[src/hdl/tli_pkg.sv]
package tli_pkg;

    // Table size default
    localparam int DEFAULT_TABLE_DEPTH = 1024;

    // Field widths
    localparam int ADDR_W   = 10;
    localparam int SAMPLE_W = 16;
    localparam int POS_W    = 32;
    localparam int FRAC_W   = 16;
    localparam int CFG_W    = 11;
    localparam int VALUE_W  = 48;
    localparam int S_DATA_W = 64;
    localparam int M_DATA_W = 48;

    // Operation codes carried in s_tuser
    localparam logic OP_LOAD  = 1'b0;
    localparam logic OP_QUERY = 1'b1;

    // Saturation limits of the result
    localparam logic [VALUE_W-1:0] VALUE_MAX = 48'h7FFF_FFFF_FFFF;
    localparam logic [VALUE_W-1:0] VALUE_MIN = 48'h8000_0000_0000;

    // Commands from controller to datapath
    typedef struct packed {
        logic load;     // write the incoming sample into the table
        logic capture;  // latch the incoming query
        logic read;     // fetch both neighbor samples
        logic diff;     // form slope and base sample
        logic mult;     // multiply offset by slope
        logic emit;     // sum, clip and load the output register
    } tli_cmd_t;

    // Status from datapath to controller
    typedef struct packed {
        logic out_free; // output register can take a beat this cycle
    } tli_status_t;

endpackage

[src/hdl/tli_ctrl.sv]
module tli_ctrl
    import tli_pkg::*;
(
    input  logic        aclk,
    input  logic        aresetn,
    input  logic        s_tvalid,
    output logic        s_tready,
    input  logic        s_op,
    input  tli_status_t status,
    output tli_cmd_t    cmd
);

    typedef enum logic [2:0] {
        ST_IDLE,
        ST_READ,
        ST_DIFF,
        ST_MULT,
        ST_EMIT
    } state_t;

    state_t state_reg, state_next;
    logic   s_tready_reg, s_tready_next;
    logic   accept;

    assign accept   = s_tvalid && s_tready_reg;
    assign s_tready = s_tready_reg;

    // Decode commands from the current step
    always_comb begin
        cmd         = '0;
        cmd.load    = accept && (s_op == OP_LOAD);
        cmd.capture = accept && (s_op == OP_QUERY);
        cmd.read    = (state_reg == ST_READ);
        cmd.diff    = (state_reg == ST_DIFF);
        cmd.mult    = (state_reg == ST_MULT);
        cmd.emit    = (state_reg == ST_EMIT) && status.out_free;
    end

    // Step through one query; loads finish in the accepting cycle
    always_comb begin
        state_next    = state_reg;
        s_tready_next = s_tready_reg;
        case (state_reg)
            ST_IDLE: begin
                if (accept && (s_op == OP_QUERY)) begin
                    state_next    = ST_READ;
                    s_tready_next = 1'b0;
                end
            end
            ST_READ: state_next = ST_DIFF;
            ST_DIFF: state_next = ST_MULT;
            ST_MULT: state_next = ST_EMIT;
            ST_EMIT: begin
                if (status.out_free) begin
                    state_next    = ST_IDLE;
                    s_tready_next = 1'b1;
                end
            end
            default: begin
                state_next    = ST_IDLE;
                s_tready_next = 1'b1;
            end
        endcase
    end

    always_ff @(posedge aclk) begin
        if (!aresetn) begin
            state_reg    <= ST_IDLE;
            s_tready_reg <= 1'b1;
        end else begin
            state_reg    <= state_next;
            s_tready_reg <= s_tready_next;
        end
    end

endmodule

[config.mk]
export PLATFORM = sky130hd
export DESIGN_NAME = tli_ctrl
export DESIGN_NICKNAME = d
export VERILOG_FILES = /design/src/hdl/tli_pkg.sv /design/src/hdl/tli_ctrl.sv
export SDC_FILE = /design/constraint.sdc
export NUM_CORES = 1
export LEC_CHECK = 0
export BUFFER_PORTS_ARGS = -buffer_cell sky130_fd_sc_hd__buf_2
export CAP_MARGIN = 20
export CORE_AREA = 2 2 39 41
export CTS_BUF_LIST = sky130_fd_sc_hd__clkbuf_4 sky130_fd_sc_hd__clkbuf_8
export CTS_CLUSTER_SIZE = 30
export DETAILED_ROUTE_END_ITERATION = 8
export DIE_AREA = 0 0 41 43
export GPL_ROUTABILITY_DRIVEN = 0
export SLEW_MARGIN = 10
export SYNTH_ARGS = -nofsm -noshare
export SYNTH_HDL_FRONTEND = slang
export SYNTH_SLANG_ARGS = --single-unit
[constraint.sdc]
create_clock -name aclk -period 1.3 [get_ports aclk]
set_input_delay 0 -clock aclk [delete_from_list [all_inputs] [get_ports aclk]]
set_output_delay 0 -clock aclk [all_outputs]
set_load 0.005 [all_outputs]
After elaboration in Yosys (flattened, before gate mapping)
Cells that the tools add are included.

Reduce and logical (&&, ||, !) cells: 8. Multiplexer cells: 6. Bitwise operators: 2. Equal/unequal tests: 6.

Operators by type and width (number): $pmux W3 S5 (1); $eq A3 B2 Y1 const B (2); $mux W3 (2); $logic_and A1 B1 Y1 (4); $ne A2 B2 Y1 const B (2); $eq A3 B1 Y1 const B (1); $eq A3 B3 Y1 const B (1); $logic_not A3 Y1 (1); $pmux W1 S3 (1); $reduce_and A3 Y1 (1); $reduce_or A3 Y1 (1); $mux W1 (2); $not A1 Y1 (2); $reduce_and A2 Y1 (1).

Word-level logic and storage cells: 24. Bits in registers: 4. Bits of input ports: 5.

Logic depth before layout (Yosys ltp)
Depth after elaboration: 4. Gate-level depth with buffers: 4. Mapped depth without buffers: 3.

Worst setup path after synthesis
OpenSTA, ideal clock, no wires.

Path kind: register to register. From: reg state_reg[1]. To: reg s_tready_reg, in the netlist s_tready. Period minus slack after synthesis: 1078 ps. Setup time: 124 ps. Path buffers: 1. Stages on the path, launching flop included: 5. Data arrival time: 954 ps. Path slack: 222 ps. Cells stage by stage: dfxtp_1 > buf_6 > or3_1 > a21oi_1 > o21ai_1.

Longest elaborated chain between the ends: 4. Elaborated cells on any way between the ends: 11. Those cells by class: eq/ne: 6; mux: 1; bitwise: 1; reduce/logical: 3.

Ends and longest elaborated chain: from (decl) (RTL line tli_ctrl.sv:21) `state_t state_reg, state_next;`; from (signal assigned) (RTL line tli_ctrl.sv:71) `state_reg <= state_next;`; $eq A3 B2 Y1 / $eq A3 B1 Y1 (equally long branches) (RTL line tli_ctrl.sv:43) `case (state_reg)`; $reduce_or A3 Y1 (no line); $not A1 Y1 (no line); $reduce_and A3 Y1 (no line); to (signal assigned) (RTL line tli_ctrl.sv:72) `s_tready_reg <= s_tready_next;`; to (decl) (RTL line tli_ctrl.sv:22) `logic s_tready_reg, s_tready_next;`.

Several ways; a longest one is shown, not always the timed one. A chain may end at the register's enable or synchronous reset.

Worst setup path after layout
Ends and elaborated chain as after synthesis.

==> results_dict.tcl <==
set metrics [dict create \
    drc 0 \
    num_rows 14 \
    final_cell_area_um2 304.0 \
    final_cell_count_no_fill 54 \
    fin_skew_ps 3.287 \
    io_buffers 11 \
    fin_tns_setup_ps 0 \
    die_h_um 43 \
    cp.required_ps 1410 \
    largest_reg_flops 3 \
    fmax_mhz 910.2 \
    run_status "complete, no violations" \
    power_density_nw_per_um2 1180 \
    multiInputGateArea_um2 116.4 \
    cts_sinks 4 \
    diodes 0 \
    dp_hpwl_um 337.6 \
    timing.hold.ws_ps 111.1 \
    hold_start "status" \
    critPathKind "flop to flop" \
    slew_violations 0 \
    place_area_um2 271.5 \
    post-cts-setup-buffers 0 \
    cts_buffers 3 \
    synth_fa_ha_area_frac 0 \
    cts_buffer_depth 2 \
    max_stage_delay_ps 390 \
    htreeDepth 1 \
    grt_pass1_wl_um 703 \
    nFillCells 158 \
    cts_tree "yes" \
    dp.cells 50 \
    ys_types 15 \
    path_cells "or3_1 > a21oi_1 > o21ai_1" \
    post_drt_wl_per_cell_um 8.259 \
    synth_xor_xnor_area_share 0.04000 \
    synth_compound_area_frac 0.08000 \
    synth_fp_nets 30 \
    die_w_um 41 \
    period_share 0.8451 \
    start_util 0.1582 \
    path_buf_inv 0 \
    relSlewSlack 0.8172 \
    syn_to_final_growth_pct 38.86 \
    synth-seq-cells 4 \
    final_net_count 45 \
    endpoint_kind "flop" \
    grt-ovfl-total 0 \
    netlist_area_um2 219.0 \
    rr_startpoint "state_reg[1]" \
    die-area_um2 1763 \
    rsz0062_at_grt "no" \
    path_clk_slew_ps 40 \
    setup_viol 0 \
    tightest_slew_ps 273.8 \
    cp-start-kind "flop" \
    hold_class "input pin to flop" \
    clk-insertion-delay-late_ps 230 \
    yosys.area_share.simple 0.4114 \
    layout_common_cells "buf_2, dfxtp_1, nor2_1, clkbuf_4" \
    seq_area_frac_synth 0.3657 \
    final_common_cell "buf_2" \
    synth_top_family_by_area "simple AND/OR/NAND/NOR gates" \
    ios 12 \
    drv_cap 0 \
    layout-drive-gt1-share 0.3947 \
    initialDrtViolationCount 0 \
    startpoint "state_reg[1]" \
    grt_pass1_vias 183 \
    grt_usage 0.06620 \
    antenna_found_initial 0 \
    period_minus_slack_ps 1099 \
    synth_mux_area_frac 0 \
    num_vias 217 \
    ant_nets 0 \
    drtPass1Iterations 1 \
    syn_inst 25 \
    grt_max_degree 10 \
    cp_data_arrival_time_ps 1210 \
    wl_um 446 \
    viasPerCell 4.019 \
    regArea_um2 80.08 \
    core-area_um2 1384 \
    p_leak_nw 0.1442 \
    cp_top_family "simple AND/OR/NAND/NOR gates" \
    cts-resized-gates 0 \
    peakVddDrop_mv 0.6011 \
    root_buffer "clkbuf_4" \
    ys_warn_count 0 \
    hold_viol_final 0 \
    setup_slack_ps 201.3 \
    crit_slowest_cell "or3_1" \
    synth_area_per_cell_um2 8.758 \
    cts_hold_buf 1 \
    path_max_fanout 9 \
    dp_slack_ps 205.2 \
]
where the power goes:
| part | leakage [nW] | internal [mW] | switching, mW |
|---|---|---|---|
| sequential | 0.0327 | 0.133 | 0.0171 |
| combinational | 0.0977 | 0.0331 | 0.0224 |
| clock | 0.0138 | 0.103 | 0.0497 |
cell type report:
cell class	instances	share of cell area
multi-input cells	19	0.3827
clock buffers	3	0.07407
repair buffers	12	0.2140
well taps	16	0.06584
flip-flops and latches	4	0.2634
per-layer routing:
layer / track usage / up-vias / wire length (um)
met1: 0.06731 / 99 / 211
met5: 0 / - / 0
li1: - / 115 / -
met2: 0.08438 / 3 / 224
met4: 0.08000 / 0 / 0
met3: 0.03141 / 0 / 10
synthesized netlist by cell type (all sizes together):
cell    count  area [um^2]
a21oi       1        5.000
o21a        1        7.510
and3b       1        10.01
nor2        3        11.26
dfxtp       4        80.08
nor3        2        10.01
xnor2       1        8.760
nand2b      1        6.260
or3         1        6.260
nor4b       2        17.52
and3        1        6.260
buf         2        22.52
nand2       2        7.510
o21ai       1        5.000
nor3b       2        15.01
cell families (layout without fill, tap and decap cells):
kind of cell / after synthesis / in the layout
simple gates: 15 / 15
flops: 4 / 4
compound gates: 3 / 3
buf+inv: 2 / 15
xor+xnor: 1 / 1
path summary, 6_finish.rpt:
check | to | slack (ps) | cells past startpoint
worst min register to register | s_tready | 550 | 2
worst max-delay path | s_tready | 200 | 3
worst max register to register | s_tready | 200 | 3
worst min-delay path | state_reg[2] | 110 | 3
stage by stage:
| step | power [mW] | utilization |
|---|---|---|
| after detailed placement | 0.2059 | 0.1962 |
| after CTS | 0.3709 | 0.2197 |
| final | 0.3589 | 0.2197 |
| after global routing | 0.3895 | 0.2197 |
| after floorplan | 0.1924 | - |
| after global placement | 0.2054 | 0.1962 |
worst register-to-register path, cell delays in order (launching register included):
cell,delay (ps)
dfxtp_1,380
or3_1,390
a21oi_1,150
o21ai_1,60
(Power assumes the default switching activity.)
